===== config.mk =====
export PLATFORM = sky130hd
export DESIGN_NAME = antenna_rotator_pass_tracker
export DESIGN_NICKNAME = d
export VERILOG_FILES = /design/src/rtl/arpt_pkg.sv /design/src/rtl/arpt_cfg.sv /design/src/rtl/arpt_step.sv /design/src/rtl/arpt_obuf.sv /design/src/rtl/antenna_rotator_pass_tracker.sv
export SDC_FILE = /design/constraint.sdc
export NUM_CORES = 1
export LEC_CHECK = 0
export ABC_CLOCK_PERIOD_IN_PS = 4260
export BUFFER_PORTS_ARGS = -buffer_cell sky130_fd_sc_hd__buf_2
export CORE_AREA = 4 4 140 128
export DETAILED_ROUTE_END_ITERATION = 8
export DIE_AREA = 0 0 144 132
export PLACE_DENSITY = 0.8
export RECOVER_POWER = 50
export SLEW_MARGIN = 5
export SYNTH_ARGS = -nofsm -noshare
export SYNTH_HDL_FRONTEND = slang
export SYNTH_HIERARCHICAL = 1
export SYNTH_SLANG_ARGS = --single-unit

===== constraint.sdc =====
create_clock -name clk_i -period 4.26 [get_ports clk_i]
set_input_delay 0.213 -clock clk_i [delete_from_list [all_inputs] [get_ports clk_i]]
set_output_delay 0.213 -clock clk_i [all_outputs]
set_load 0.01 [all_outputs]

===== src/rtl/arpt_pkg.sv =====
`default_nettype none

package arpt_pkg;

  // pre-position countdown width in bits (16 to 40)
  localparam int CountdownBits = 24;

  localparam int AddrBits = 5;
  localparam int DataBits = 32;

  // register indexes (byte address is 4 * index)
  localparam logic [2:0] RegParkAz    = 3'd0;
  localparam logic [2:0] RegParkEl    = 3'd1;
  localparam logic [2:0] RegStopAz    = 3'd2;
  localparam logic [2:0] RegFullEl    = 3'd3;
  localparam logic [2:0] RegParkPass  = 3'd4;

  typedef enum logic [2:0] {
    OpSample = 3'd0,
    OpPoint  = 3'd1,
    OpTick   = 3'd2,
    OpStart  = 3'd3,
    OpStop   = 3'd4
  } op_e;

  typedef enum logic [1:0] {
    KindPoint   = 2'd0,
    KindRequest = 2'd1,
    KindClose   = 2'd2
  } kind_e;

  typedef struct packed {
    logic [8:0] park_az;
    logic [7:0] park_el;
    logic [9:0] stop_az;
    logic       full_el;
    logic       park_pass;
  } cfg_t;

  typedef struct packed {
    logic [2:0]  op;
    logic [8:0]  azimuth;
    logic [7:0]  elevation;
    logic        is_last_point;
    logic [23:0] seconds_until_pass;
  } item_t;

  typedef struct packed {
    kind_e      kind;
    logic [8:0] az;
    logic [7:0] el;
    logic       last;
  } res_t;

  typedef struct packed {
    logic [1:0] n;
    res_t       r0;
    res_t       r1;
  } step_out_t;

endpackage

`default_nettype wire


===== src/rtl/arpt_cfg.sv =====
`default_nettype none

module arpt_cfg (
  input  wire logic                         clk_i,
  input  wire logic                         rst_ni,
  input  wire logic                         psel,
  input  wire logic                         penable,
  input  wire logic                         pwrite,
  input  wire logic [arpt_pkg::AddrBits-1:0] paddr,
  input  wire logic [arpt_pkg::DataBits-1:0] pwdata,
  output logic      [arpt_pkg::DataBits-1:0] prdata,
  output logic                              pready,
  output arpt_pkg::cfg_t                    cfg_o
);
  import arpt_pkg::*;

  cfg_t       cfg_q, cfg_d;
  logic       wr_en;
  logic [2:0] idx;

  assign pready = 1'b1;
  assign wr_en  = psel & penable & pwrite;
  assign idx    = paddr[4:2];

  always_comb begin
    cfg_d = cfg_q;
    if (wr_en) begin
      case (idx)
        RegParkAz:   cfg_d.park_az   = pwdata[8:0];
        RegParkEl:   cfg_d.park_el   = pwdata[7:0];
        RegStopAz:   cfg_d.stop_az   = pwdata[9:0];
        RegFullEl:   cfg_d.full_el   = pwdata[0];
        RegParkPass: cfg_d.park_pass = pwdata[0];
        default:     cfg_d = cfg_q;
      endcase
    end
  end

  always_ff @(posedge clk_i or negedge rst_ni) begin
    if (!rst_ni) begin
      cfg_q.park_az   <= '0;
      cfg_q.park_el   <= '0;
      cfg_q.stop_az   <= '1;
      cfg_q.full_el   <= 1'b0;
      cfg_q.park_pass <= 1'b0;
    end else begin
      cfg_q <= cfg_d;
    end
  end

  // readback, stop azimuth sign extended
  always_comb begin
    case (idx)
      RegParkAz:   prdata = DataBits'(cfg_q.park_az);
      RegParkEl:   prdata = DataBits'(cfg_q.park_el);
      RegStopAz:   prdata = {{(DataBits-10){cfg_q.stop_az[9]}}, cfg_q.stop_az};
      RegFullEl:   prdata = DataBits'(cfg_q.full_el);
      RegParkPass: prdata = DataBits'(cfg_q.park_pass);
      default:     prdata = '0;
    endcase
  end

  assign cfg_o = cfg_q;

endmodule

`default_nettype wire


===== src/rtl/arpt_step.sv =====
`default_nettype none

module arpt_step (
  input  wire logic             clk_i,
  input  wire logic             rst_ni,
  input  wire logic             fire_i,
  input  wire arpt_pkg::item_t  item_i,
  input  wire arpt_pkg::cfg_t   cfg_i,
  output arpt_pkg::step_out_t   out_o
);
  import arpt_pkg::*;

  localparam logic signed [8:0] ElevReset = -9'sd181;
  localparam logic signed [8:0] ElevLos   = -9'sd3;
  localparam int CmpBits = (CountdownBits > 23) ? CountdownBits : 23;
  localparam logic [CmpBits-1:0] CountMax = CmpBits'({CountdownBits{1'b1}});

  logic                     running_q, running_d;
  logic                     following_q, following_d;
  logic                     flip_q, flip_d;
  logic signed [8:0]        prev_el_q, prev_el_d;
  logic [8:0]               prev_pt_q, prev_pt_d;
  logic                     await_q, await_d;
  logic [CountdownBits-1:0] count_q, count_d;
  logic                     cd_active_q, cd_active_d;

  logic signed [8:0]        elev;
  logic [7:0]               el_clamp;
  logic [8:0]               az_wrap;
  logic [9:0]               az_sum;
  logic [8:0]               az_flip;
  logic                     fol_now;
  logic                     los;
  logic [8:0]               pt_prev;
  logic [8:0]               stop_s;
  logic                     crosses;
  logic [CmpBits-1:0]       secs_ext;
  logic [CountdownBits-1:0] count_load;
  logic [CountdownBits-1:0] count_dec;
  res_t                     park_r, req_r, close_r, point_r;

  assign elev     = {item_i.elevation[7], item_i.elevation};
  assign el_clamp = item_i.elevation[7] ? 8'd0 : item_i.elevation;
  assign az_wrap  = (item_i.azimuth >= 9'd360) ? item_i.azimuth - 9'd360 : item_i.azimuth;
  assign az_sum   = {1'b0, item_i.azimuth} + 10'd180;
  assign az_flip  = (az_sum >= 10'd360) ? 9'(az_sum - 10'd360) : az_sum[8:0];
  assign fol_now  = following_q | ~item_i.elevation[7];
  assign los      = (prev_el_q >= ElevLos) && (elev <= ElevLos);

  // stop azimuth check between previous and current pass point
  assign pt_prev  = await_q ? item_i.azimuth : prev_pt_q;
  assign stop_s   = cfg_i.stop_az[8:0];
  assign crosses  = cfg_i.full_el & ~cfg_i.stop_az[9] &
                    (((pt_prev <= stop_s) && (stop_s <= item_i.azimuth)) ||
                     ((pt_prev >= stop_s) && (stop_s >= item_i.azimuth)));

  // seconds are positive here, saturate to the counter width
  assign secs_ext   = CmpBits'(item_i.seconds_until_pass[22:0]);
  assign count_load = (secs_ext > CountMax) ? CountdownBits'(CountMax)
                                            : CountdownBits'(secs_ext);
  assign count_dec  = (count_q != '0) ? count_q - CountdownBits'(1) : count_q;

  always_comb begin
    park_r  = '{kind: KindPoint, az: cfg_i.park_az, el: cfg_i.park_el, last: 1'b0};
    req_r   = '{kind: KindRequest, az: 9'd0, el: 8'd0, last: 1'b1};
    close_r = '{kind: KindClose, az: 9'd0, el: 8'd0, last: 1'b1};
    point_r = flip_q ? '{kind: KindPoint, az: az_flip, el: 8'd180 - el_clamp, last: 1'b1}
                     : '{kind: KindPoint, az: az_wrap, el: el_clamp, last: 1'b1};
  end

  always_comb begin
    running_d   = running_q;
    following_d = following_q;
    flip_d      = flip_q;
    prev_el_d   = prev_el_q;
    prev_pt_d   = prev_pt_q;
    await_d     = await_q;
    count_d     = count_q;
    cd_active_d = cd_active_q;
    out_o       = '{n: 2'd0, r0: req_r, r1: req_r};

    case (item_i.op)
      OpSample: begin
        if (running_q) begin
          following_d = fol_now;
          if (fol_now) begin
            if (los) begin
              following_d = 1'b0;
              cd_active_d = 1'b0;
              if (cfg_i.park_pass) begin
                out_o = '{n: 2'd2, r0: park_r, r1: req_r};
              end else begin
                out_o = '{n: 2'd1, r0: req_r, r1: req_r};
              end
            end else begin
              out_o = '{n: 2'd1, r0: point_r, r1: point_r};
            end
          end
          prev_el_d = elev;
        end
      end
      OpPoint: begin
        if (await_q) begin
          flip_d = 1'b0;
        end
        if (crosses) begin
          flip_d = 1'b1;
        end
        prev_pt_d = item_i.azimuth;
        await_d   = item_i.is_last_point;
        if (item_i.is_last_point) begin
          if ($signed(item_i.seconds_until_pass) < 24'sd180) begin
            following_d = 1'b1;
          end else begin
            count_d     = count_load;
            cd_active_d = 1'b1;
          end
        end
      end
      OpTick: begin
        if (cd_active_q) begin
          count_d = count_dec;
          if (count_dec == '0) begin
            following_d = 1'b1;
            cd_active_d = 1'b0;
          end
        end
      end
      OpStart: begin
        flip_d      = 1'b0;
        following_d = 1'b0;
        prev_el_d   = ElevReset;
        running_d   = 1'b1;
        if (cfg_i.park_pass) begin
          out_o = '{n: 2'd2, r0: park_r, r1: req_r};
        end else begin
          out_o = '{n: 2'd1, r0: req_r, r1: req_r};
        end
      end
      OpStop: begin
        running_d   = 1'b0;
        following_d = 1'b0;
        cd_active_d = 1'b0;
        if (cfg_i.park_pass) begin
          out_o = '{n: 2'd2, r0: park_r, r1: close_r};
        end else begin
          out_o = '{n: 2'd1, r0: close_r, r1: close_r};
        end
      end
      default: begin
        out_o = '{n: 2'd0, r0: req_r, r1: req_r};
      end
    endcase
  end

  always_ff @(posedge clk_i or negedge rst_ni) begin
    if (!rst_ni) begin
      running_q   <= 1'b0;
      following_q <= 1'b0;
      flip_q      <= 1'b0;
      prev_el_q   <= ElevReset;
      prev_pt_q   <= '0;
      await_q     <= 1'b1;
      count_q     <= '0;
      cd_active_q <= 1'b0;
    end else if (fire_i) begin
      running_q   <= running_d;
      following_q <= following_d;
      flip_q      <= flip_d;
      prev_el_q   <= prev_el_d;
      prev_pt_q   <= prev_pt_d;
      await_q     <= await_d;
      count_q     <= count_d;
      cd_active_q <= cd_active_d;
    end
  end

endmodule

`default_nettype wire


===== src/rtl/arpt_obuf.sv =====
`default_nettype none

module arpt_obuf (
  input  wire logic                clk_i,
  input  wire logic                rst_ni,
  input  wire logic                load_i,
  input  wire arpt_pkg::step_out_t step_i,
  output logic                     free_o,
  output logic                     valid_o,
  input  wire logic                ready_i,
  output arpt_pkg::res_t           res_o
);
  import arpt_pkg::*;

  res_t       slot0_q, slot1_q;
  logic [1:0] cnt_q;
  logic       take;

  assign valid_o = (cnt_q != 2'd0);
  assign take    = valid_o & ready_i;
  // room for a new pair once everything held is gone or the last one is being taken
  assign free_o  = (cnt_q == 2'd0) || ((cnt_q == 2'd1) && take);
  assign res_o   = slot0_q;

  always_ff @(posedge clk_i or negedge rst_ni) begin
    if (!rst_ni) begin
      cnt_q <= 2'd0;
    end else if (load_i) begin
      cnt_q <= step_i.n;
    end else if (take) begin
      cnt_q <= cnt_q - 2'd1;
    end
  end

  always_ff @(posedge clk_i) begin
    if (load_i) begin
      slot0_q <= step_i.r0;
      slot1_q <= step_i.r1;
    end else if (take) begin
      slot0_q <= slot1_q;
    end
  end

endmodule

`default_nettype wire


===== src/rtl/antenna_rotator_pass_tracker.sv =====
`default_nettype none

// Antenna rotator pass tracker: turns tracking samples, next-pass azimuth points,
// one-second ticks and start/stop beats into rotator pointing commands, park
// commands, next-pass requests and a port-close beat. Each input beat is held in
// an input register and processed once the output pair register is empty or
// about to empty; its zero, one or two results are then shifted out one beat per
// cycle while m_axis_tready is high. Items with at most one result stream back
// to back; an item with two results (park plus request or close) holds the output
// until both are taken, so the next item waits. A beat passes through the input
// register and its results through the output pair register.
// Configuration goes through the APB port (byte address 4*i, 32-bit data) and must
// only be written while no beat is in flight.
module antenna_rotator_pass_tracker (
  input  wire logic                          clk_i,
  input  wire logic                          rst_ni,
  // input beats
  input  wire logic                          s_axis_tvalid,
  output logic                               s_axis_tready,
  // [8:0] azimuth, [16:9] elevation, [40:17] seconds_until_pass
  input  wire logic [47:0]                   s_axis_tdata,
  // [2:0] op
  input  wire logic [2:0]                    s_axis_tuser,
  input  wire logic                          s_axis_tlast,
  // result beats
  output logic                               m_axis_tvalid,
  input  wire logic                          m_axis_tready,
  // [8:0] command_azimuth, [16:9] command_elevation
  output logic [23:0]                        m_axis_tdata,
  // [1:0] kind
  output logic [1:0]                         m_axis_tuser,
  output logic                               m_axis_tlast,
  // configuration
  input  wire logic                          psel,
  input  wire logic                          penable,
  input  wire logic                          pwrite,
  input  wire logic [arpt_pkg::AddrBits-1:0] paddr,
  input  wire logic [arpt_pkg::DataBits-1:0] pwdata,
  output logic      [arpt_pkg::DataBits-1:0] prdata,
  output logic                               pready
);
  import arpt_pkg::*;

  cfg_t      cfg;
  item_t     item_q;
  logic      in_valid_q;
  logic      obuf_free;
  logic      fire;
  logic      in_beat;
  step_out_t step_out;
  res_t      res;

  arpt_cfg u_cfg (
    .clk_i   (clk_i),
    .rst_ni  (rst_ni),
    .psel    (psel),
    .penable (penable),
    .pwrite  (pwrite),
    .paddr   (paddr),
    .pwdata  (pwdata),
    .prdata  (prdata),
    .pready  (pready),
    .cfg_o   (cfg)
  );

  // held beat is processed as soon as the output pair can take its results
  assign fire          = in_valid_q & obuf_free;
  assign s_axis_tready = ~in_valid_q | fire;
  assign in_beat       = s_axis_tvalid & s_axis_tready;

  always_ff @(posedge clk_i or negedge rst_ni) begin
    if (!rst_ni) begin
      in_valid_q <= 1'b0;
    end else if (in_beat) begin
      in_valid_q <= 1'b1;
    end else if (fire) begin
      in_valid_q <= 1'b0;
    end
  end

  // input payload, no reset needed
  always_ff @(posedge clk_i) begin
    if (in_beat) begin
      item_q.op                 <= s_axis_tuser;
      item_q.azimuth            <= s_axis_tdata[8:0];
      item_q.elevation          <= s_axis_tdata[16:9];
      item_q.seconds_until_pass <= s_axis_tdata[40:17];
      item_q.is_last_point      <= s_axis_tlast;
    end
  end

  arpt_step u_step (
    .clk_i  (clk_i),
    .rst_ni (rst_ni),
    .fire_i (fire),
    .item_i (item_q),
    .cfg_i  (cfg),
    .out_o  (step_out)
  );

  arpt_obuf u_obuf (
    .clk_i   (clk_i),
    .rst_ni  (rst_ni),
    .load_i  (fire),
    .step_i  (step_out),
    .free_o  (obuf_free),
    .valid_o (m_axis_tvalid),
    .ready_i (m_axis_tready),
    .res_o   (res)
  );

  assign m_axis_tdata = {7'd0, res.el, res.az};
  assign m_axis_tuser = res.kind;
  assign m_axis_tlast = res.last;

endmodule

`default_nettype wire

* Word-level counts from Yosys, hierarchy flattened
Cells that the tools add are included. Widths: inputs -> output; s select.
Storage, ports and cells: logic and storage cells 153, output and inout bits 62, bits in registers 164, bits in read-only memories 0, memories kept 0, bits in latches 0, RAM bits 0, bits of input ports 96
Operators by class: muxes and demuxes 46, shift operators 0, multiply operators 0, divide/modulo/power cells 0, bitwise gates (word level) 12, reductions and logical operators 33, add/subtract/negate cells 6, eq/ne operators 18, $lt $le $gt $ge 10
Operator list (number):
- $mux 42 | 5
- $pmux 32 s5 | 1
- $pmux 42 s3 | 1
- $mux 24 | 5
- $pmux 24 s2 | 1
- $mux 20 | 2
- $mux 9 | 4
- $gt 23x24->1 const B | 1
- $logic_not 24->1 | 1
- $lt 24x9->1 const B | 1
- $reduce_bool 24->1 | 1
- $sub 24x1->24 const B | 1
- $ge 9x9->1 | 2
- $le 9x9->1 | 2
- $mux 1 | 18
- $mux 18 | 1
- $pmux 9 s2 | 1
- $sub 9x9->9 const B | 2
- $reduce_and 2->1 | 7
- $reduce_and 7->1 | 2
- $reduce_bool 2->1 | 7
- $eq 3x2->1 const B | 4
- $ne 2x1->1 const B | 6
- $add 9x8->10 const B | 1
- other kinds (26) | 48

* Longest topological paths before layout
Gate-level depths: netlist of the first run.
depth after elaboration 9, gate-level depth with buffers 12, mapped depth without buffers 11

* Modules after synthesis
Netlist of the first run, hierarchy kept.
Modules (own cells, without submodules):
- arpt_step | sequential area each 1183.6 µm², instances 1, area an instance 4568.1 µm², cells an instance 587
- arpt_obuf | sequential area each 1251.2 µm², instances 1, area an instance 1609.0 µm², cells an instance 81
- arpt_cfg | sequential area each 738.2 µm², instances 1, area an instance 1584.0 µm², cells an instance 135
- antenna_rotator_pass_tracker | sequential area each 1376.3 µm², instances 1, area an instance 1467.7 µm², cells an instance 58

* Worst setup path before layout of the first run
Ideal clock, no wire load.
path type reg-to-reg, from register item_q[37] (netlist bit), to register u_obuf.slot0_q (netlist bit u_obuf/res_o[15]), data pin, library setup time 0.260 ns, cell stages (with the launch flop) 13, setup slack 1.242 ns, arrival 2.758 ns, path through edfxtp_1 > clkbuf_1 > inv_1 > ha_1 > a211oi_1 > o211ai_1 > mux2i_1 > o21ai_1 > mux2i_1 > a21oi_1 > xnor2_1 > a22o_1 > mux2_2
RTL lines:
- from (decl) | RTL line antenna_rotator_pass_tracker.sv:45 | item_t item_q;
- to (signal assigned) | RTL line arpt_obuf.sv:37 | slot0_q <= step_i.r0;
- to (signal assigned) | RTL line arpt_obuf.sv:40 | slot0_q <= slot1_q;
- to (decl) | RTL line arpt_obuf.sv:15 | res_t slot0_q, slot1_q;

* Final worst setup path of the first run
from register u_obuf.cnt_q[0], to register item_q[37] (netlist bit), enable pin
Between the ends: longest elaborated chain between the ends 7, elaborated cells between the ends (all ways) 9, classes of those cells eq/ne: 1; bitwise: 4; reduce/logical: 4
RTL lines:
- from (decl) | RTL line arpt_obuf.sv:16 | logic [1:0] cnt_q;
- from (signal assigned) | RTL line arpt_obuf.sv:29 | cnt_q <= step_i.n;
- from (signal assigned) | RTL line arpt_obuf.sv:31 | cnt_q <= cnt_q - 2'd1;
- $reduce_bool 2->1 | RTL line arpt_obuf.sv:19 | assign valid_o = (cnt_q != 2'd0);
- $and 1x1->1 | RTL line arpt_obuf.sv:20 | assign take = valid_o & ready_i;
- $logic_and 1x1->1 | RTL line arpt_obuf.sv:22 | assign free_o = (cnt_q == 2'd0) || ((cnt_q == 2'd1) && take);
- $logic_or 1x1->1 * | RTL line arpt_obuf.sv:22
- net obuf_free | RTL line antenna_rotator_pass_tracker.sv:47 | logic obuf_free;
- $and 1x1->1 * | RTL line antenna_rotator_pass_tracker.sv:67 | assign fire = in_valid_q & obuf_free;
- $or 1x1->1 * | RTL line antenna_rotator_pass_tracker.sv:68 | assign s_axis_tready = ~in_valid_q | fire;
- $and 1x1->1 * | RTL line antenna_rotator_pass_tracker.sv:69 | assign in_beat = s_axis_tvalid & s_axis_tready;
- net in_beat | RTL line antenna_rotator_pass_tracker.sv:49 | logic in_beat;
Mark *: on every way through the listed nets, which the timed path passes. The rest lies on a longest branch. A chain may end at the register's enable or synchronous reset.

==> results of run 1 <==
[repair_timing]
item	CTS	global route
setup endpoints to repair	0	0
hold buffers	47	0
endpoints found under the hold margin	47	0
resized for setup	0	0
[routing by layer]
layer  part of all wire  wire (um)  up-vias
met5                  0          0        -
met4              0.013        289        0
met3              0.060       1310       26
met2               0.43       9470      224
met1               0.49      10800     3433
li1                   -          -     3382
[state kept, by name, indices dropped and copies added (netlist names), 2 cells and up]
name	cells
item_q	45
u_cfg/cfg_o	29
u_obuf/cnt_q	2
u_obuf/res_o	20
u_obuf/slot1_q	20
u_step/count_q	24
u_step/prev_el_q	9
u_step/prev_pt_q	9
[cells by family after synthesis]
| kind of cell | count (synthesis) |
|---|---|
| multiplexers | 84 |
| other | 3 |
| XOR/XNOR | 20 |
| adder cells (fa/ha/maj) | 29 |
| flip-flops | 164 |
| AND/OR/NAND/NOR | 234 |
| buffers and inverters | 109 |
| AO/OA/AOI/OAI | 218 |
[how the worst max path moves through the flow]
stage               slack (ns)            start  cells after the start               end
floorplan                 1.24       item_q[37]                     12  u_obuf/res_o[15]
global placement          0.92       item_q[37]                     11  u_obuf/res_o[15]
detailed placement        0.88       item_q[37]                     10  u_obuf/res_o[13]
CTS                       0.87       item_q[37]                     10  u_obuf/res_o[13]
global route              0.36  u_obuf/cnt_q[0]                      6        item_q[39]
finish                    0.76  u_obuf/cnt_q[0]                      6        item_q[37]
[final cells by class]
cell class / count / area [sq um] / area share
flip-flops and latches: 164 / 4550 / 0.423
multi-input cells: 594 / 4130 / 0.384
repair buffers: 171 / 1060 / 0.0986
clock buffers: 23 / 553 / 0.0515
well taps: 211 / 264 / 0.0246
inverters: 32 / 120 / 0.0112
clock inverters: 9 / 68.8 / 0.00640
[power groups by stage]
stage          combinational [W]  sequential, W  clock, W
2_1_floorplan            0.00158        0.00264         0
3_3_place_gp             0.00193        0.00281         0
3_5_place_dp             0.00200        0.00283         0
4_1_cts                  0.00204        0.00280   0.00161
5_1_grt                  0.00224        0.00289   0.00168
6_report                 0.00202        0.00283   0.00158
[worst reg2reg max path: stages (launching register included)]
cell      delay [ns]
dfrtp_1         0.42
inv_1           0.07
ha_1            0.20
inv_1           0.07
nand2_1         0.06
nand2b_1        0.13
and2_0          2.05
[cell usage after synthesis (6+ instances only)]
cell,instances,area share
o21ai_0,56,0.030
a31oi_1,10,0.0068
nand4_1,7,0.0047
o22ai_1,8,0.0054
o211ai_1,7,0.0057
nor4_1,10,0.0068
xnor2_1,16,0.015
mux2i_1,14,0.015
nand3_1,12,0.0065
nor2_1,56,0.023
dfstp_2,16,0.046
ha_1,29,0.039
inv_1,32,0.013
o22a_1,6,0.0057
nand2b_1,14,0.0095
a211oi_1,6,0.0049
nand2_1,44,0.018
a21o_1,19,0.015
a22o_1,6,0.0057
a21oi_1,58,0.031
dfrtp_1,63,0.17
mux2_2,68,0.083
buf_2,7,0.0038
or2_2,10,0.0068
nor2b_1,10,0.0068
nor3_1,25,0.014
or3_1,7,0.0047
edfxtp_1,85,0.28
buf_4,32,0.026
and2_1,7,0.0047
clkbuf_1,32,0.013
[through the flow]
stage / instances / area (sq um) / hold WS [ns] / power, W
after floorplan: 867 / 9250 / -0.0826 / 0.00422
after global placement: 1125 / 9730 / 0.390 / 0.00475
after detailed placement: 1125 / 9730 / 0.391 / 0.00483
after CTS: 1204 / 10800 / 0.000668 / 0.00645
after global routing: 1204 / 10700 / 0.0169 / 0.00682
final: 1204 / 10700 / 0.0346 / 0.00643
==> flow_summary_export.csv, run 1 <==
group,metric,value,unit
critical_path,path_buf_inv,2,
sta,finalClockSkew,0.00607,ns
clocking,root_buffer,"clkbuf_16",
pwr,ir_drop,0.383,mV
sta,drv_slew,126,
critical_path,rr_worst_depth,6,
clocking,cts_buffers,17,
sta,final.setup.tns,0,ns
global_routing,use_met3,0.0508,
critical_path,crit_chain,"inv_1 -> ha_1 -> inv_1 -> nand2_1 -> nand2b_1 -> and2_0",
synth,synth.cell_area,9230,sq um
floorplanning,start_util,0.556,
floorplanning,std_cell_rows,45,
critical_path,cp_common_cell,"inv_1",
global_routing,grt_pass1_wl,35100,um
route,wirelength,21900,um
route,drtPass1Iterations,5,
sta,rsz0062_at_grt,"false",
pwr,leakagePower,4.43,nW
synth,syn_avg_cell_area,10.7,sq um
critical_path,worst_setup_path_end_kind,"register",
placement,detailed_place_hpwl,15000,um
hold_path,min_to,"u_cfg/cfg_o[10]",
global_routing,antenna_found_initial,0,
layout,postLayoutCoreUtil,0.647,
global_routing,overflow,0,
sta,min_period,3.50,ns
sta,worst_slack,0.761,ns
global_routing,grt-busiest-layer,"met1",
global_routing,grt_use_met1,0.371,
critical_path,reg2reg_to,"item_q[37]",
critical_path,crit_path_top_delay_cell,"and2_0",
sta,worst_slew_margin_rel,-0.901,
global_routing,grt_pass1_vias,6578,
global_routing,grt_use_met2,0.323,
sta,fmaxAchievable,286,MHz
route,wl_per_cell,18.2,um
sta,setup_viol,0,
placement,io_buffers,118,
pwr,seq_power_share,0.440,
synth,synth.area.mux_share,0.101,
floorplanning,coreArea,16600,sq um
synth,yosysUniqueCellTypes,75,
clocking,cts_tree,"yes",
floorplanning,io_pins,158,
pwr,power_frac_clock,0.247,
route,route.detailed.drc,0,
critical_path,ff2ff_setup_slack,0.76,ns
route,drt_iter0_markers,599,
sta,tightest_slew,2.85,ns
critical_path,crit_path_max_incr_delay,2.05,ns
flow_run,maxCapViolCount,2,
critical_path,worstSetupPathType,"register to register",
layout,final_common_cell,"edfxtp_1",
synth,synth_xor_area_frac,0.0190,
synth,synth-adder-area-share,0.0393,
status,violations,"capacitance limit, slew limit",
sta,hold_viol_final,0,
synth,synth-simple-area-share,0.136,
pwr,p_per_area,598,nW/um^2
floorplanning,die_h,132,um
layout,diodes,0,
hold_path,hp-class,"input port to register",
clocking,clock_sinks,164,
floorplanning,die_area,19000,sq um
global_routing,track_usage,0.233,
global_routing,grt_max_degree,80,
synth,synth_compound_area_frac,0.150,
placement,place.gp.congestion,0.899,
critical_path,start_kind,"register",
synth,ys_async_sr_fraction,0.482,
route,via_count,7065,
status,status,"finished, violations left",
route,ant_nets,0,
layout,fillCellCount,1293,
critical_path,cp.required,4.25,ns
synth,ys_warn_count,6,
floorplanning,die_w,144,um
route,avgViaCountPerCell,5.87,
pwr,switching_power,0.00226,W
synth,ys_seq_area_frac,0.493,
synth,synth_seq_cells,164,
clocking,clkLatencyLatePin,0.43,ns
pwr,swShare,0.352,
clocking,clock_tree.buffer_depth,2,
placement,dp_worst_setup_slack,0.883,ns
synth,synth_edf_count,85,
clocking,cts_setup_buffers,0,
layout,layout_common_cells,"85 x edfxtp_1, 83 x buf_2, 68 x mux2_2, 63 x dfrtp_1, 58 x a21oi_1",
critical_path,cp_max_fo,45,
sta,fin_crit_sh,0.821,
clocking,clk_pin_slew,0.07,ns
hold_path,holdPathStages,2,
layout,drive_gt1_frac,0.229,
synth,synth_top_family_by_area,"compound AO/OA/AOI/OAI gates",
layout,fin_nets,1105,
critical_path,reg2reg_from,"u_obuf/cnt_q[0]",
synth,netlist_instances,861,
critical_path,arrival,3.48,ns
synth,ys.flop_type,"edfxtp_1",
layout,syn2layout_area_growth,16.4,%
pwr,combPwrFrac,0.314,
hold_path,hp-start,"pwdata[8]",
pwr,intPower,0.00416,W
clocking,cts_max_level,4,
critical_path,cp_top_family,"simple AND/OR/NAND/NOR gates",
No activity file was read; power rests on OpenSTA's default activity.
==> run 2, diff against run 1 <==
Settings changed: ABC_AREA from default to 1, ABC_CLOCK_PERIOD_IN_PS 4260 to 3700, CORE_AREA 4 4 140 128 to 4 4 142 131, DIE_AREA 0 0 144 132 to 0 0 146 135.
Clock period 4.26 ns to 3.7 ns, I/O delays scaled along.
==> run 2 against run 1 <==
  * The run still ends with capacitance limit, slew limit left
  * Critical path depth is 7 higher
  * Flip-flop and latch count did not move
  * Via count grew 17%
  * Die area rose by 3.7%
  * Routed wire length rose by 9.6%
  * Sequential share of layout area shrank 1.2 points
  * Clock-buffer cell count fell by 6
  * Largest power group unchanged
  * Clock power up 13%
  * Setup slack improved by 0.20 ns
  * Global-route usage up 1.3 points
  * Critical path type unchanged
==> flow_summary_export.csv, run 2 <==
group,metric,value,unit
status,status,"finished, violations left",
status,violations,"capacitance limit, slew limit",
critical_path,worst_setup_path_end_kind,"register",
pwr,p_per_area,719,nW/um^2
global_routing,antenna_found_initial,0,
sta,worst_slew_margin_rel,-0.370,
clocking,cts_tree,"yes",
layout,fillCellCount,1457,
synth,synth_edf_count,85,
global_routing,grt_pass1_vias,7559,
floorplanning,die_h,135,um
clocking,cts_buffers,17,
layout,syn2layout_area_growth,15.0,%
synth,ys.flop_type,"edfxtp_1",
layout,drive_gt1_frac,0.153,
floorplanning,std_cell_rows,46,
synth,netlist_instances,1174,
synth,synth_seq_cells,164,
critical_path,cp_max_fo,46,
route,via_count,8276,
clocking,root_buffer,"clkbuf_16",
placement,place_area,10100,sq um
floorplanning,coreArea,17200,sq um
critical_path,reg2reg_from,"u_obuf/cnt_q[0]",
sta,rsz0062_at_grt,"false",
layout,final_common_cell,"nand2_1",
clocking,clkLatencyLatePin,0.44,ns
flow_run,maxCapViolCount,1,
clocking,ctsResizeCount,0,
clocking,cts_max_level,4,
floorplanning,start_util,0.559,
route,drt_iter0_markers,767,
critical_path,start_kind,"register",
route,ant_nets,0,
critical_path,worstSetupPathType,"register to register",
pwr,finalPower,0.00796,W
clocking,clk_pin_slew,0.07,ns
synth,synth_area_leaders,"edfxtp_1 27%, dfrtp_1 16%, nand2_1 14%, dfstp_2 4.4%, inv_1 4.1%",
synth,syn_avg_cell_area,8.19,sq um
floorplanning,die_area,19700,sq um
synth,ys_async_sr_fraction,0.482,
synth,synth_top_area_share,0.266,
global_routing,grt_max_degree,80,
hold_path,hp-class,"input port to register",
layout,diodes,0,
clocking,clock_tree.buffer_depth,2,
critical_path,ff2ff_setup_slack,0.96,ns
global_routing,overflow,0,
placement,dp_worst_setup_slack,1.04,ns
synth,ys_top_cells_by_count,"366 x nand2_1, 106 x inv_1, 96 x nor2_1, 85 x edfxtp_1, 63 x dfrtp_1",
critical_path,reg2reg_to,"u_step/count_q[8]",
route,drtPass1Iterations,6,
hold_path,min_to,"u_cfg/cfg_o[10]",
synth,yosysUniqueCellTypes,51,
layout,fin_nets,1437,
route,wl_per_cell,15.6,um
critical_path,arrival,3.10,ns
sta,hold_viol_final,0,
synth,synth.cell_area,9610,sq um
synth,yosysMostFrequentCell,"nand2_1",
synth,synth_top_area_cell,"edfxtp_1",
layout,stdcell_area,11100,sq um
sta,fmaxAchievable,365,MHz
global_routing,track_usage,0.246,
pwr,ir_drop,0.384,mV
clocking,clock_sinks,164,
sta,setup_viol,0,
sta,fin_crit_sh,0.741,
sta,tightest_slew,2.05,ns
global_routing,grt_pass1_wl,38800,um
sta,drv_slew,80,
placement,io_buffers,118,
floorplanning,die_w,146,um
critical_path,rr_worst_depth,13,
sta,worst_slack,0.959,ns
floorplanning,io_pins,158,
layout,postLayoutCoreUtil,0.643,
layout,layout_common_cells,"369 x nand2_1, 108 x inv_1, 96 x nor2_1, 85 x edfxtp_1, 83 x buf_2",
sta,final.setup.tns,0,ns
pwr,leakagePower,5.11,nW
hold_path,holdPathStages,3,
placement,detailed_place_hpwl,16600,um
sta,finalClockSkew,0.0162,ns
sta,min_period,2.74,ns
layout,top_register,"item_q",
synth,ys_seq_area_frac,0.473,
route,wirelength,24000,um
layout,largest_register_ffs,45,
hold_path,hp-start,"pwdata[8]",
route,route.detailed.drc,0,
route,avgViaCountPerCell,5.37,
synth,ys_warn_count,6,
critical_path,cp.required,4.06,ns
placement,place.gp.congestion,0.890,
==> run 2: area by class of cell <==
| type | count | area, sq um | share of cell area |
|---|---|---|---|
| well taps | 216 | 270 | 0.0244 |
| clock buffers | 17 | 425 | 0.0385 |
| repair buffers | 172 | 1080 | 0.0973 |
| inverters | 127 | 484 | 0.0438 |
| clock inverters | 15 | 165 | 0.0149 |
| multi-input cells | 830 | 4090 | 0.370 |
| flip-flops and latches | 164 | 4550 | 0.411 |
==> run 2: what timing repair did <==
action | CTS | global route
setup endpoints to repair | 0 | 0
hold buffers | 49 | 0
setup buffers | 0 | 0
endpoints found under the hold margin | 105 | 0
==> run 2: worst max path at each step <==
stage / startpoint / to / slack, ns
global placement: u_obuf/cnt_q[0] / u_step/count_q[12] / 1.11
detailed placement: u_obuf/cnt_q[0] / u_step/count_q[8] / 1.04
CTS: u_obuf/cnt_q[0] / u_step/count_q[8] / 1.00
floorplan: u_obuf/cnt_q[0] / item_q[0] / 0.26
finish: u_obuf/cnt_q[0] / u_step/count_q[8] / 0.96
global route: u_obuf/cnt_q[1] / u_step/count_q[20] / 0.75
==> run 2: critical path: stages (launching register included) <==
cell and delay, ns:
dfrtp_1 0.41, inv_1 0.07, ha_1 0.14, inv_1 0.06, nand2_1 0.08, nand2_1 0.05, inv_1 0.47, o21ai_1 0.20
nor2_1 0.18, inv_2 0.06, nor3_4 0.14, buf_4 0.41, o21ai_0 0.19, o21ai_1 0.16
==> run 2: logic make-up (layout without fill, tap and decap cells) <==
logic type	after synthesis	count (layout)	synth area share
adders and majority gates	29	29	0.0377
other	3	9	0.00117
AOI/OAI and AO/OA	191	191	0.117
DFF	164	164	0.473
buffers and inverters	186	331	0.0957
xor gates and xnor gates	11	11	0.0100
and+or+nand+nor	590	590	0.265
==> run 2: where the power goes <==
part           switching [W]  leakage, nW  internal (W)
sequential          0.000475         1.79       0.00273
clock               0.000827        0.283      0.000960
combinational        0.00201         3.03      0.000953
total                0.00332         5.11       0.00464
==> run 2: per-layer routing <==
layer | vias to the layer above | track usage | routed length [um]
li1 | 4094 | - | -
met1 | 3850 | 0.363 | 10900
met2 | 305 | 0.382 | 11000
met3 | 27 | 0.0423 | 1680
met4 | 0 | 0.0622 | 332
met5 | - | 0 | 0
==> run 2: per-stage QoR <==
stage,instances,hold WS [ns]
floorplan,1180,-0.111
global placement,1460,0.362
detailed placement,1460,0.363
CTS,1541,0.00597
global route,1541,0.00136
finish,1541,0.00663
